[src/design/scph_pkg.sv]
`default_nettype none
// ----------------------------------------------------------------------------
// scph_pkg
// Shared constants, types and register codes of the spectrum column peak hold.
// ----------------------------------------------------------------------------
package scph_pkg;

	localparam int DISPLAY_COLUMNS = 128;
	localparam int DATA_W          = 16;
	localparam int COL_W           = $clog2(DISPLAY_COLUMNS);
	localparam int OUT_COL_W       = 7;
	localparam int HALF_COLUMNS    = DISPLAY_COLUMNS / 2;
	localparam int NUM_W           = DATA_W + COL_W;
	localparam int DEN_W           = DATA_W + 1;
	localparam int PROD_W          = 2 * DATA_W;
	localparam int GAIN_FRAC       = 8;
	localparam int FIFO_DEPTH      = 2;
	localparam int CFG_REGS        = 8;
	localparam int CFG_IDX_W       = $clog2(CFG_REGS);

	localparam logic [DATA_W-1:0] LOW_BAND_MIN = 16'd1080;

	// register indexes
	localparam logic [CFG_IDX_W-1:0] REG_SCAN_FROM      = 3'd0;
	localparam logic [CFG_IDX_W-1:0] REG_SCAN_TO        = 3'd1;
	localparam logic [CFG_IDX_W-1:0] REG_SCAN_STEP      = 3'd2;
	localparam logic [CFG_IDX_W-1:0] REG_LOW_BAND_MAX   = 3'd3;
	localparam logic [CFG_IDX_W-1:0] REG_HIGH_BAND_MIN  = 3'd4;
	localparam logic [CFG_IDX_W-1:0] REG_HIGH_BAND_MAX  = 3'd5;
	localparam logic [CFG_IDX_W-1:0] REG_LOW_BAND_GAIN  = 3'd6;
	localparam logic [CFG_IDX_W-1:0] REG_HIGH_BAND_GAIN = 3'd7;

	typedef struct packed {
		logic [DATA_W-1:0] scan_from;
		logic [DATA_W-1:0] scan_to;
		logic [DATA_W-1:0] scan_step;
		logic [DATA_W-1:0] low_band_max;
		logic [DATA_W-1:0] high_band_min;
		logic [DATA_W-1:0] high_band_max;
		logic [DATA_W-1:0] low_band_gain;
		logic [DATA_W-1:0] high_band_gain;
	} cfg_t;

	// classified sample, handed from front to back through the queue
	typedef struct packed {
		logic              start;
		logic              skip;
		logic              high;
		logic [DATA_W-1:0] diff;
		logic [DATA_W-1:0] step;
		logic [NUM_W-1:0]  num;
		logic [PROD_W-1:0] prod;
	} entry_t;

	typedef struct packed {
		logic [OUT_COL_W-1:0] column;
		logic [DATA_W-1:0]    column_peak;
		logic                 in_range;
	} res_t;

endpackage
`default_nettype wire

[src/design/scph_in_if.sv]
`default_nettype none
// ----------------------------------------------------------------------------
// scph_in_if
// Sample channel: valid/ready handshake with one scanner sample as payload.
// ----------------------------------------------------------------------------
interface scph_in_if import scph_pkg::*; ();
	logic              valid;
	logic              ready;
	logic [DATA_W-1:0] sample_freq;
	logic [DATA_W-1:0] signal_level;
	logic              scan_start;

	modport source (output valid, output sample_freq, output signal_level,
		output scan_start, input ready);
	modport sink (input valid, input sample_freq, input signal_level,
		input scan_start, output ready);
endinterface
`default_nettype wire

[src/design/scph_out_if.sv]
`default_nettype none
// ----------------------------------------------------------------------------
// scph_out_if
// Result channel: valid/ready handshake with one placed column as payload.
// ----------------------------------------------------------------------------
interface scph_out_if import scph_pkg::*; ();
	logic                 valid;
	logic                 ready;
	logic [OUT_COL_W-1:0] column;
	logic [DATA_W-1:0]    column_peak;
	logic                 in_range;

	modport source (output valid, output column, output column_peak,
		output in_range, input ready);
	modport sink (input valid, input column, input column_peak,
		input in_range, output ready);
endinterface
`default_nettype wire

[src/design/scph_front.sv]
`default_nettype none
// ----------------------------------------------------------------------------
// scph_front
// Classifies a sample: picks its band, clips the scan range, flags early skips
// and forms the column numerator and the gain product.
// ----------------------------------------------------------------------------
module scph_front import scph_pkg::*; (
	input  var cfg_t              cfg,
	input  wire [DATA_W-1:0]      sample_freq,
	input  wire [DATA_W-1:0]      signal_level,
	input  wire                   scan_start,
	output var entry_t            entry
);

	logic              high;
	logic              low;
	logic [DATA_W-1:0] from_h;
	logic [DATA_W-1:0] to_h;
	logic [DATA_W-1:0] from_l;
	logic [DATA_W-1:0] to_l;
	logic [DATA_W-1:0] from;
	logic [DATA_W-1:0] to;
	logic [DATA_W-1:0] gain;
	logic [DATA_W-1:0] fdiff;

	always_comb begin
		high   = sample_freq > cfg.high_band_min;
		low    = sample_freq < cfg.low_band_max;
		from_h = (cfg.scan_from >= cfg.high_band_min) ? cfg.scan_from : cfg.high_band_min;
		to_h   = (cfg.scan_to < cfg.high_band_max) ? cfg.scan_to : cfg.high_band_max;
		from_l = (cfg.scan_from < cfg.low_band_max) ? cfg.scan_from : LOW_BAND_MIN;
		to_l   = (cfg.scan_to < cfg.low_band_max) ? cfg.scan_to : cfg.low_band_max;
		from   = high ? from_h : from_l;
		to     = high ? to_h : to_l;
		gain   = high ? cfg.high_band_gain : cfg.low_band_gain;
		fdiff  = sample_freq - from;

		entry.start = scan_start;
		entry.high  = high;
		entry.skip  = !(high || low) || (cfg.scan_step == '0) || (to <= from)
			|| (sample_freq < from);
		entry.diff  = to - from;
		entry.step  = cfg.scan_step;
		entry.num   = NUM_W'(fdiff) * NUM_W'(DISPLAY_COLUMNS - 1);
		entry.prod  = PROD_W'(signal_level) * PROD_W'(gain);
	end

endmodule
`default_nettype wire

[src/design/scph_fifo.sv]
`default_nettype none
// ----------------------------------------------------------------------------
// scph_fifo
// Short queue of classified samples between the front and the back.
// ----------------------------------------------------------------------------
module scph_fifo import scph_pkg::*; (
	input  wire    clk,
	input  wire    arst_n,
	input  wire    push,
	input  var entry_t push_data,
	input  wire    pop,
	output var entry_t head,
	output logic   full,
	output logic   not_empty
);

	localparam int PTR_W = (FIFO_DEPTH > 1) ? $clog2(FIFO_DEPTH) : 1;
	localparam int CNT_W = $clog2(FIFO_DEPTH + 1);

	entry_t             slot_q [FIFO_DEPTH];
	logic [PTR_W-1:0]   wr_ptr_q;
	logic [PTR_W-1:0]   rd_ptr_q;
	logic [CNT_W-1:0]   cnt_q;

	assign full      = cnt_q == CNT_W'(FIFO_DEPTH);
	assign not_empty = cnt_q != '0;
	assign head      = slot_q[rd_ptr_q];

	always_ff @(posedge clk) begin
		if (push)
			slot_q[wr_ptr_q] <= push_data;
	end

	always_ff @(posedge clk or negedge arst_n) begin
		if (!arst_n) begin
			wr_ptr_q <= '0;
			rd_ptr_q <= '0;
			cnt_q    <= '0;
		end else begin
			if (push)
				wr_ptr_q <= (wr_ptr_q == PTR_W'(FIFO_DEPTH - 1)) ? '0 : wr_ptr_q + PTR_W'(1);
			if (pop)
				rd_ptr_q <= (rd_ptr_q == PTR_W'(FIFO_DEPTH - 1)) ? '0 : rd_ptr_q + PTR_W'(1);
			if (push && !pop)
				cnt_q <= cnt_q + CNT_W'(1);
			else if (pop && !push)
				cnt_q <= cnt_q - CNT_W'(1);
		end
	end

endmodule
`default_nettype wire

[src/design/scph_div.sv]
`default_nettype none
// ----------------------------------------------------------------------------
// scph_div
// Restoring divider, one quotient bit per cycle; done pulses for one cycle.
// ----------------------------------------------------------------------------
module scph_div import scph_pkg::*; (
	input  wire              clk,
	input  wire              arst_n,
	input  wire              start,
	input  wire [NUM_W-1:0]  dividend,
	input  wire [DEN_W-1:0]  divisor,
	output logic             done,
	output logic [NUM_W-1:0] quotient,
	output logic [DEN_W-1:0] remainder
);

	localparam int CNT_W = $clog2(NUM_W + 1);

	logic [NUM_W-1:0] quo_q;
	logic [DEN_W-1:0] rem_q;
	logic [DEN_W-1:0] dvs_q;
	logic [CNT_W-1:0] cnt_q;
	logic             busy_q;
	logic             done_q;
	logic [DEN_W:0]   shifted;
	logic [DEN_W:0]   trial;

	always_comb begin
		shifted = {rem_q, quo_q[NUM_W-1]};
		trial   = shifted - {1'b0, dvs_q};
	end

	assign done      = done_q;
	assign quotient  = quo_q;
	assign remainder = rem_q;

	always_ff @(posedge clk) begin
		if (start) begin
			quo_q <= dividend;
			rem_q <= '0;
			dvs_q <= divisor;
		end else if (busy_q) begin
			quo_q <= {quo_q[NUM_W-2:0], !trial[DEN_W]};
			rem_q <= trial[DEN_W] ? shifted[DEN_W-1:0] : trial[DEN_W-1:0];
		end
	end

	always_ff @(posedge clk or negedge arst_n) begin
		if (!arst_n) begin
			cnt_q  <= '0;
			busy_q <= 1'b0;
			done_q <= 1'b0;
		end else begin
			done_q <= 1'b0;
			if (start) begin
				cnt_q  <= CNT_W'(NUM_W);
				busy_q <= 1'b1;
			end else if (busy_q) begin
				cnt_q <= cnt_q - CNT_W'(1);
				if (cnt_q == CNT_W'(1)) begin
					busy_q <= 1'b0;
					done_q <= 1'b1;
				end
			end
		end
	end

endmodule
`default_nettype wire

[src/design/scph_back.sv]
`default_nettype none
// ----------------------------------------------------------------------------
// scph_back
// Executes queued samples: start-flag restart, the two column divisions,
// new-column clearing, peak hold in the column store, and the result register.
// ----------------------------------------------------------------------------
module scph_back import scph_pkg::*; (
	input  wire            clk,
	input  wire            arst_n,
	input  var entry_t     head,
	input  wire            not_empty,
	output logic           pop,
	scph_out_if.source     results
);

	typedef enum logic [5:0] {
		S_IDLE = 6'b000001,
		S_DIV1 = 6'b000010,
		S_DIV2 = 6'b000100,
		S_MARK = 6'b001000,
		S_UPD  = 6'b010000,
		S_OUT  = 6'b100000
	} state_t;

	localparam logic [COL_W-1:0] HALF_COL = COL_W'(HALF_COLUMNS);

	state_t                 state_q;
	entry_t                 ent_q;
	res_t                   res_q;
	res_t                   out_q;
	logic                   out_valid_q;
	logic [COL_W-1:0]       col_q;
	logic [COL_W-1:0]       low_trk_q;
	logic [COL_W-1:0]       high_trk_q;
	logic [DISPLAY_COLUMNS-1:0] valid_q;
	logic [DATA_W-1:0]      mem [DISPLAY_COLUMNS];
	logic [DATA_W-1:0]      rdata_q;

	logic                   div_start;
	logic [NUM_W-1:0]       div_dividend;
	logic [DEN_W-1:0]       div_divisor;
	logic                   div_done;
	logic [NUM_W-1:0]       div_quo;
	logic [DEN_W-1:0]       div_rem;

	logic [NUM_W:0]         col_sum;
	logic [COL_W-1:0]       tracker;
	logic [COL_W-1:0]       limit;
	logic [COL_W-1:0]       col_next;
	logic [DATA_W-1:0]      old_peak;
	logic [DATA_W-1:0]      scaled;
	logic [DATA_W-1:0]      new_peak;
	logic                   mem_we;
	logic                   out_free;

	scph_div u_div (
		.clk       (clk),
		.arst_n    (arst_n),
		.start     (div_start),
		.dividend  (div_dividend),
		.divisor   (div_divisor),
		.done      (div_done),
		.quotient  (div_quo),
		.remainder (div_rem)
	);

	always_comb begin
		pop          = (state_q == S_IDLE) && not_empty;
		div_start    = 1'b0;
		div_dividend = NUM_W'(head.diff);
		div_divisor  = DEN_W'(head.step);
		if (state_q == S_IDLE) begin
			div_start = not_empty && !head.skip;
		end else if (state_q == S_DIV1) begin
			div_start    = div_done && (div_quo != '0);
			div_dividend = ent_q.num;
			// count * step is diff less the remainder
			div_divisor  = {ent_q.diff - div_rem[DATA_W-1:0], 1'b0};
		end

		col_sum  = {1'b0, div_quo} + (ent_q.high ? (NUM_W + 1)'(HALF_COLUMNS) : '0);
		tracker  = ent_q.high ? high_trk_q : low_trk_q;
		limit    = ent_q.high ? COL_W'(DISPLAY_COLUMNS - 1) : COL_W'(HALF_COLUMNS - 1);
		col_next = col_q + COL_W'(1);

		old_peak = valid_q[col_q] ? rdata_q : '0;
		scaled   = (|ent_q.prod[PROD_W-1:DATA_W + GAIN_FRAC]) ? '1
			: ent_q.prod[DATA_W + GAIN_FRAC - 1:GAIN_FRAC];
		new_peak = (scaled > old_peak) ? scaled : old_peak;
		mem_we   = state_q == S_UPD;
		out_free = !out_valid_q || results.ready;
	end

	// column store: registered read at the current column
	always_ff @(posedge clk) begin
		if (mem_we)
			mem[col_q] <= new_peak;
		rdata_q <= mem[col_q];
	end

	always_ff @(posedge clk) begin
		if (pop)
			ent_q <= head;
		if (state_q == S_DIV2 && div_done)
			col_q <= col_sum[COL_W-1:0];
		if (state_q == S_OUT && out_free)
			out_q <= res_q;
		case (state_q)
			S_IDLE: res_q <= '0;
			S_UPD: begin
				res_q.column      <= OUT_COL_W'(col_q);
				res_q.column_peak <= new_peak;
				res_q.in_range    <= 1'b1;
			end
			default: ;
		endcase
	end

	always_ff @(posedge clk or negedge arst_n) begin
		if (!arst_n) begin
			state_q     <= S_IDLE;
			out_valid_q <= 1'b0;
			low_trk_q   <= '0;
			high_trk_q  <= HALF_COL;
			valid_q     <= '0;
		end else begin
			if (state_q == S_OUT && out_free)
				out_valid_q <= 1'b1;
			else if (results.ready)
				out_valid_q <= 1'b0;

			case (state_q)
				S_IDLE: begin
					if (not_empty) begin
						if (head.start) begin
							low_trk_q         <= '0;
							high_trk_q        <= HALF_COL;
							valid_q[0]        <= 1'b0;
							valid_q[HALF_COL] <= 1'b0;
						end
						state_q <= head.skip ? S_OUT : S_DIV1;
					end
				end
				S_DIV1: begin
					if (div_done)
						state_q <= (div_quo == '0) ? S_OUT : S_DIV2;
				end
				S_DIV2: begin
					if (div_done)
						state_q <= (col_sum >= (NUM_W + 1)'(DISPLAY_COLUMNS)) ? S_OUT : S_MARK;
				end
				S_MARK: begin
					// new column: take it, clear it and, inside the band, its right neighbor
					if (col_q != tracker) begin
						if (ent_q.high)
							high_trk_q <= col_q;
						else
							low_trk_q <= col_q;
						valid_q[col_q] <= 1'b0;
						if (col_q < limit)
							valid_q[col_next] <= 1'b0;
					end
					state_q <= S_UPD;
				end
				S_UPD: begin
					valid_q[col_q] <= 1'b1;
					state_q        <= S_OUT;
				end
				S_OUT: begin
					if (out_free)
						state_q <= S_IDLE;
				end
				default: state_q <= S_IDLE;
			endcase
		end
	end

	assign results.valid       = out_valid_q;
	assign results.column      = out_q.column;
	assign results.column_peak = out_q.column_peak;
	assign results.in_range    = out_q.in_range;

endmodule
`default_nettype wire

[src/design/spectrum_column_peak_hold.sv]
`default_nettype none
// Flow: a placed sample passes twice through the shared one-bit-per-cycle
//   divider before its result is raised; a skipped one bypasses the divider,
//   a zero count ends after the first pass and a column past the width after
//   the second. The back end takes one sample at a time; the queue holds two
//   samples ahead.
// Reset: asynchronous; column store reads as zero at once through valid bits.
// ----------------------------------------------------------------------------
// spectrum_column_peak_hold
// Two-band spectrum column store with per-column peak hold for a display.
// ----------------------------------------------------------------------------
module spectrum_column_peak_hold import scph_pkg::*; (
	input  wire                 clk,
	input  wire                 arst_n,
	input  wire                 cfg_we,
	input  wire [CFG_IDX_W-1:0] cfg_index,
	input  wire [DATA_W-1:0]    cfg_wdata,
	scph_in_if.sink             samples,
	scph_out_if.source          results
);

	cfg_t   cfg_q;
	entry_t entry;
	entry_t head;
	logic   full;
	logic   not_empty;
	logic   pop;
	logic   push;

	always_ff @(posedge clk or negedge arst_n) begin
		if (!arst_n) begin
			cfg_q.scan_from      <= 16'd0;
			cfg_q.scan_to        <= 16'd65535;
			cfg_q.scan_step      <= 16'd1;
			cfg_q.low_band_max   <= 16'd1360;
			cfg_q.high_band_min  <= 16'd5300;
			cfg_q.high_band_max  <= 16'd6000;
			cfg_q.low_band_gain  <= 16'd256;
			cfg_q.high_band_gain <= 16'd256;
		end else if (cfg_we) begin
			case (cfg_index)
				REG_SCAN_FROM:      cfg_q.scan_from      <= cfg_wdata;
				REG_SCAN_TO:        cfg_q.scan_to        <= cfg_wdata;
				REG_SCAN_STEP:      cfg_q.scan_step      <= cfg_wdata;
				REG_LOW_BAND_MAX:   cfg_q.low_band_max   <= cfg_wdata;
				REG_HIGH_BAND_MIN:  cfg_q.high_band_min  <= cfg_wdata;
				REG_HIGH_BAND_MAX:  cfg_q.high_band_max  <= cfg_wdata;
				REG_LOW_BAND_GAIN:  cfg_q.low_band_gain  <= cfg_wdata;
				REG_HIGH_BAND_GAIN: cfg_q.high_band_gain <= cfg_wdata;
				default: ;
			endcase
		end
	end

	assign samples.ready = !full;
	assign push          = samples.valid && !full;

	scph_front u_front (
		.cfg          (cfg_q),
		.sample_freq  (samples.sample_freq),
		.signal_level (samples.signal_level),
		.scan_start   (samples.scan_start),
		.entry        (entry)
	);

	scph_fifo u_fifo (
		.clk       (clk),
		.arst_n    (arst_n),
		.push      (push),
		.push_data (entry),
		.pop       (pop),
		.head      (head),
		.full      (full),
		.not_empty (not_empty)
	);

	scph_back u_back (
		.clk       (clk),
		.arst_n    (arst_n),
		.head      (head),
		.not_empty (not_empty),
		.pop       (pop),
		.results   (results)
	);

endmodule
`default_nettype wire
[src/flat_wrapper.sv]
// flat-port wrapper written by rule: the top's interface ports become plain ports
module spectrum_column_peak_hold_flat import scph_pkg::*;
  (clk, arst_n, cfg_we, cfg_index, cfg_wdata, samples_valid, samples_sample_freq, samples_signal_level, samples_scan_start, samples_ready, results_valid, results_column, results_column_peak, results_in_range, results_ready);
  scph_in_if samples_i ();
  scph_out_if results_i ();
  input  wire clk;
  input  wire arst_n;
  input  wire cfg_we;
  input  wire [CFG_IDX_W-1:0] cfg_index;
  input  wire [DATA_W-1:0] cfg_wdata;
  input wire logic [$bits(samples_i.valid)-1:0] samples_valid;
  input wire logic [$bits(samples_i.sample_freq)-1:0] samples_sample_freq;
  input wire logic [$bits(samples_i.signal_level)-1:0] samples_signal_level;
  input wire logic [$bits(samples_i.scan_start)-1:0] samples_scan_start;
  output wire logic [$bits(samples_i.ready)-1:0] samples_ready;
  output wire logic [$bits(results_i.valid)-1:0] results_valid;
  output wire logic [$bits(results_i.column)-1:0] results_column;
  output wire logic [$bits(results_i.column_peak)-1:0] results_column_peak;
  output wire logic [$bits(results_i.in_range)-1:0] results_in_range;
  input wire logic [$bits(results_i.ready)-1:0] results_ready;
  assign samples_i.valid = samples_valid;
  assign samples_i.sample_freq = samples_sample_freq;
  assign samples_i.signal_level = samples_signal_level;
  assign samples_i.scan_start = samples_scan_start;
  assign samples_ready = samples_i.ready;
  assign results_valid = results_i.valid;
  assign results_column = results_i.column;
  assign results_column_peak = results_i.column_peak;
  assign results_in_range = results_i.in_range;
  assign results_i.ready = results_ready;
  spectrum_column_peak_hold u_core (.clk(clk), .arst_n(arst_n), .cfg_we(cfg_we), .cfg_index(cfg_index), .cfg_wdata(cfg_wdata), .samples(samples_i), .results(results_i));
endmodule
[config.mk]
export PLATFORM = sky130hd
export DESIGN_NAME = spectrum_column_peak_hold_flat
export DESIGN_NICKNAME = d
export VERILOG_FILES = /design/src/design/scph_pkg.sv /design/src/design/scph_in_if.sv /design/src/design/scph_out_if.sv /design/src/design/scph_front.sv /design/src/design/scph_fifo.sv /design/src/design/scph_div.sv /design/src/design/scph_back.sv /design/src/design/spectrum_column_peak_hold.sv /design/src/flat_wrapper.sv
export SDC_FILE = /design/constraint.sdc
export NUM_CORES = 2
export LEC_CHECK = 0
export BUFFER_PORTS_ARGS = -buffer_cell sky130_fd_sc_hd__buf_2
export CORE_MARGIN = 1.5
export CORE_UTILIZATION = 60
export DETAILED_ROUTE_END_ITERATION = 8
export PLACE_DENSITY = 0.76
export SLEW_MARGIN = 10
export SYNTH_ARGS = -nofsm -noshare
export SYNTH_HDL_FRONTEND = slang
export SYNTH_SLANG_ARGS = --single-unit
[constraint.sdc]
create_clock -name clk -period 14.5 [get_ports clk]
set_clock_uncertainty 0.05 [all_clocks]
set_input_delay 0 -clock clk [delete_from_list [all_inputs] [get_ports clk]]
set_output_delay 0 -clock clk [all_outputs]
set_load 0.01 [all_outputs]
==> After elaboration in Yosys (flattened, before gate mapping) <==
Memories as Yosys holds them, arrays and structs flattened. A register that Yosys moved wholly into a read port is not among the register bits.
Cells that the tools add are included.
W data, S select, Z words.
{ "op_classes": {"add_sub_neg": 11, "multipliers": 2, "n_lt_le_gt_ge": 15, "eq_ne": 24, "mux": 73, "bitwise_logic": 6, "reduce_logical": 49} }
{ "ops": {"columns": ["operator", "count"], "rows": [
  ["$and A128 B128 Y128", 2],
  ["$mux W128", 2],
  ["$not A128 Y128", 2],
  ["$pmux W63 S2", 2],
  ["$mux W16", 12],
  ["$or A128 B128 Y128", 1],
  ["$mux W23", 4],
  ["$lt A16 B16 Y1", 5],
  ["$mux W7", 11],
  ["$pmux W24 S2", 1],
  ["$sub A16 B16 Y16", 3],
  ["$mux W6", 7],
  ["$pmux W6 S6", 1],
  ["$gt A16 B16 Y1", 2],
  ["$mul A16 B16 Y32", 1],
  ["$pmux W7 S2", 2],
  ["$add A23 B7 Y24", 1],
  ["$ge A24 B8 Y1 const B", 1],
  ["$logic_not A23 Y1", 1],
  ["$mul A16 B7 Y23 const B", 1],
  ["$reduce_bool A23 Y1", 1],
  ["$mux W1", 21],
  ["$reduce_and A2 Y1", 9],
  ["$sub A18 B17 Y18", 1],
  ["42 further kinds", 86]
]} }
{ "word_totals": {"regBits": 472, "ram_bits": 2228, "in_bits": 57, "wordCells": 217, "memories": 2} }
{ "memory_table": {"columns": ["memory", "words", "word_bits", "rd", "rd_clocked_by_memory_dff", "write_ports", "line_no", "rtl"], "rows": [
  ["u_core.u_back.mem", 128, 16, 1, 1, 1, "scph_back.sv:36", "logic [DATA_W-1:0] mem [DISPLAY_COLUMNS];"],
  ["u_core.u_fifo.slot_q", 2, 90, 1, 0, 1, "scph_fifo.sv:20", "entry_t slot_q [FIFO_DEPTH];"]
]} }

==> Depth between registers and ports, before layout <==
{ "depth": {"word_depth": 10, "depth_mapped": 39, "depth_no_buf": 38} }

==> By module <==
Synthesis repeated with hierarchy kept, for this count alone.
{ "hier_totals": {"cells_unflattened": 8333, "hier_area_um2": 121286.3} }
{ "by_module_without_submodules": {"columns": ["module", "instances", "cells_per_inst", "area_each_um2", "seq_area_each_um2"], "rows": [
  ["scph_back", 1, 5501, 89976.3, 69123.8],
  ["scph_front", 1, 1931, 15975.3, 0.0],
  ["scph_fifo", 1, 296, 6742.7, 5505.3],
  ["spectrum_column_peak_hold", 1, 281, 4972.3, 3248.1],
  ["scph_div", 1, 324, 3619.7, 1716.6]
]} }

==> Least setup slack after synthesis <==
No wires, ideal clock.
{ "synth_path": {"path_type": "register to register", "start": "register u_core.u_back.col_q[0]", "end": "memory u_core.u_back.mem[0][7], data pin", "setup_ns": 1.203, "t_arrival_ns": 9.109, "required_ns": 13.247, "path_slack_ns": 4.138, "path_stages_with_launch": 26, "path_buffers": 6, "period_less_slack_ns": 10.362, "cell_sequence": "edfxtp_1 > clkbuf_1 > and3b_1 > clkbuf_1 > buf_1 > a22oi_1 > nand4_1 > o2111ai_1 > o21ai_0 > nor2_1 > nand4_1 > clkbuf_1 > clkbuf_1 > nand2_1 > ha_1 > nand3_1 > o22ai_1 > o21a_1 > o21a_1 > o21ai_0 > nand2b_1 > a21oi_1 > o221ai_1 > o41ai_1 > clkbuf_1 > o21ai_0"} }
{ "synth_via": {"elab_chain_len": 5} }
{ "synth_lines": {"columns": ["item", "line_no", "rtl"], "rows": [
  ["start: declaration", "scph_back.sv:32", "logic [COL_W-1:0] col_q;"],
  ["start signal: assignment", "scph_back.sv:105", "col_q <= col_sum[COL_W-1:0];"],
  ["$bmux W1 S7 (*)", "scph_back.sv:86", "old_peak = valid_q[col_q] ? rdata_q : '0;"],
  ["$mux W1 (implied by the code) (*)", "scph_back.sv:86", null],
  ["$mux W16 (*)", "scph_back.sv:86", null],
  ["$gt A16 B16 Y1", "scph_back.sv:89", "new_peak = (scaled > old_peak) ? scaled : old_peak;"],
  ["$mux W16 (*)", "scph_back.sv:89", null],
  ["named net u_core.u_back.new_peak[7]", "scph_back.sv:52", "logic [DATA_W-1:0] new_peak;"],
  ["end: declaration", "scph_back.sv:36", null]
]} }
Mark *: on every way through the listed nets, which the timed path passes. The rest lies on a longest branch. The select of a mux whose other input is x is not followed.

==> flow_metrics.tcl <==
set metrics [dict create \
    status "finished with violations" \
    violations "design-rule violations" \
    ys_seq_area_share_pct 67.3 \
    ant_nets 0 \
    slowest_stage "nor2_1" \
    clk_transition_reported_paths_ns 0.06 \
    ctsRootBufferMaster "clkbuf_16" \
    synth_edf_count 2371 \
    stdcell_count 11172 \
    slowest_delay_ns 0.89 \
    crit_type "flip-flop to flip-flop" \
    min-delay-path-class "input port to flip-flop" \
    grt_pass1_vias 75201 \
    synth_area_sq_um 118000 \
    ys_seq_elements 2692 \
    setup_tns_ns 0 \
    die_h_um 446 \
    cts_hold_buffers 90 \
    wl_per_cell_um 29.4 \
    dieArea_sq_um 199000 \
    clkSinkCount 2692 \
    cts_tree "done" \
    crit_required_ns 15.12 \
    drv_slew 0 \
    slew_headroom_pct 8.92 \
    cp-end-kind "flip-flop" \
    port_buffers 82 \
    rsz0062_at_grt "false" \
    num_vias 76238 \
    drt-initial-drc-count 10587 \
    hold_viol_final 0 \
    synth_adder_area_share_pct 7.56 \
    synth-warning-count 0 \
    path_max_fanout 20 \
    syn-num-nets 8755 \
    synth-simple-area-share_pct 5.34 \
    start_util_pct 60.4 \
    fill_cells 12751 \
    cts_buffers 281 \
    avgViaCountPerCell 6.82 \
    rrSetupSlack_ns 4.17 \
    grt_max_degree 159 \
    period_share_pct 71.2 \
    crit_family "compound AO/OA/AOI/OAI gates" \
    cp.arrival_ns 10.94 \
    cts_resized 0 \
    max_freq_mhz 96.8 \
    core-area_sq_um 195000 \
    synth_xor_area_share_pct 1.02 \
    ctsLongestPathBuffers 4 \
    startpoint_type "flip-flop" \
    post-route-drc-count 1 \
    drv_cap 0 \
    async_reset_ff_share_pct 10.7 \
    setup_viol 0 \
    drt-total-wl_um 329000 \
    synthToLayoutAreaGrowth_pct 12.4 \
    htree_num_levels 5 \
    antenna_found_initial 13 \
    postSynthCellCount 8132 \
    worst_slew_pin_slew_ns 1.35 \
    die-width_um 446 \
    place_hpwl_um 195000 \
    avgSynthCellArea_sq_um 14.5 \
    grt_pass1_wl_um 482000 \
    cts_setup_buffers 0 \
    drive_above_1_share_pct 13.6 \
    drt_pre_antenna_iters 9 \
    crit_path_frequent_cell "inv_1" \
    grtUsageTotal_pct 32.8 \
    ys_types 101 \
    final_cell_area_sq_um 132000 \
    placed_area_sq_um 122000 \
    gr-total-overflow 0 \
    synthMuxAreaShare_pct 2.11 \
    rows 162 \
    yosys_most_used_dff "edfxtp_1" \
    gp_congestion 0.967 \
    pin_count 83 \
    whs_ns 0.0756 \
    placed_cells 10599 \
    synth_compound_area_share_pct 13.5 \
    layout.nets 8972 \
    crit_buf_inv 8 \
    worstSkewPairLatency_ns 0.93 \
    synth_top_family_by_area "compound AO/OA/AOI/OAI gates" \
    period_minus_slack_ns 10.33 \
]
final cells by class:
cell class / count / area [sq um] / share of cell area, %
flip-flops and latches: 2692 / 79100 / 59.9
repair buffers: 447 / 3590 / 2.72
clock inverters: 129 / 1280 / 0.969
well taps: 2624 / 3280 / 2.48
multi-input cells: 4452 / 35600 / 26.9
diodes: 5 / 12.5 / 0.00947
inverters: 475 / 1780 / 1.35
clock buffers: 348 / 7470 / 5.65
cell usage in the layout, fill, tap and decap left out, types with 28 or more instances in the layout:
cell and n:
xor2_1 31, dfstp_2 38, nand3_1 63, a31oi_1 268, o21ai_0 207, o211ai_1 28, fa_1 237, nor2b_1 28
clkinv_1 46, a22o_1 172, buf_2 81, inv_1 473, a22oi_1 760, nor4_1 36, a221oi_1 175, buf_4 260
nor3_1 36, dlygate4sd3_1 89, o22ai_1 115, mux2i_1 34, clkbuf_16 287, nand4_1 155, dfxtp_1 33, nand2_1 389
dfrtp_1 249, edfxtp_1 2371, clkinv_2 46, and2_1 144, a21o_1 53, nor3_2 108, xnor2_1 88, ha_1 329
a21oi_1 311, nor2_1 179, mux2_2 186, clkbuf_1 55
tightest hold or removal path, cell delays in order:
cell           delay (ns)
dlygate4sd3_1        0.52
buf_2                0.28
mux2_2               0.21
Yosys cell counts, types with 128 or more instances:
cell type	n	share of area, %
edfxtp_1	2371	61
a22oi_1	760	4.9
inv_1	474	1.5
nand2_1	390	1.2
clkbuf_1	384	1.2
ha_1	329	3.5
a21oi_1	311	1.3
a31oi_1	270	1.4
dfrtp_1	250	5.3
fa_1	237	4.0
o21ai_0	224	0.95
mux2_2	186	1.8
nor2_1	183	0.58
a221oi_1	175	1.3
a22o_1	172	1.3
nand4_1	155	0.82
and2_1	145	0.77
nor3_1	144	0.61
buf_1	128	0.41
cell families (layout without fill, tap and decap cells):
logic type	after synthesis	count (layout)
flops	2692	2692
buf+inv	988	1399
xor+xnor	128	128
compound gates	2276	2276
mux	222	222
simple gates	1257	1257
fa+ha+maj	569	569
other cells	0	5
path summary, 6_finish.rpt:
path | from | endpoint | cells past startpoint
setup / recovery | u_core.cfg_q[58]$_DFFE_PN1P_ | u_core.u_fifo.slot_q[1][53]$_DFFE_PP_ | 40
hold / removal | cfg_wdata[6] | u_core.cfg_q[70]$_DFFE_PN1P_ | 3
setup reg to reg | u_core.cfg_q[58]$_DFFE_PN1P_ | u_core.u_fifo.slot_q[1][53]$_DFFE_PP_ | 40
hold reg to reg | u_core.u_back.res_q[0]$_DFFE_PP_ | u_core.u_back.results.in_range$_DFFE_PP_ | 0
max in group asynchronous | arst_n | u_core.u_back.valid_q[123]$_DFFE_PN0P_ | 5
min in group asynchronous | arst_n | u_core.cfg_q[59]$_DFFE_PN0P_ | 4
stage by stage:
stage	utilization (%)	setup slack (ns)
after detailed placement	62.9	4.26
after floorplan	-	4.14
after global placement	62.9	4.41
after CTS	67.8	4.23
after global routing	67.8	3.58
final	67.8	4.17
state kept, by name, summed over array words and instances, names as in the netlist, 16 cells and up:
register	count
u_core.u_back.mem	2048
u_core.u_fifo.slot_q	164
u_core.cfg_q	128
u_core.u_back.valid_q	128
u_core.u_back.ent_q	64
u_core.u_back.res_q	24
u_core.u_back.u_div.quotient	23
u_core.u_back.u_div.dvs_q	17
u_core.u_back.u_div.remainder	17
u_core.u_back.rdata_q	16
u_core.u_back.results.column_peak	16
per-layer routing:
layer	GRT usage (%)	up-vias	share of wire [%]
met3	8.36	1043	12
met1	42.1	37977	36
li1	-	32035	-
met4	17.5	12	6.0
met5	0	-	0.021
met2	51.4	5171	46
Power is left out: the tool's default activity adds up to more than one toggle a clock period on the data nets, which glitch-free logic cannot reach.
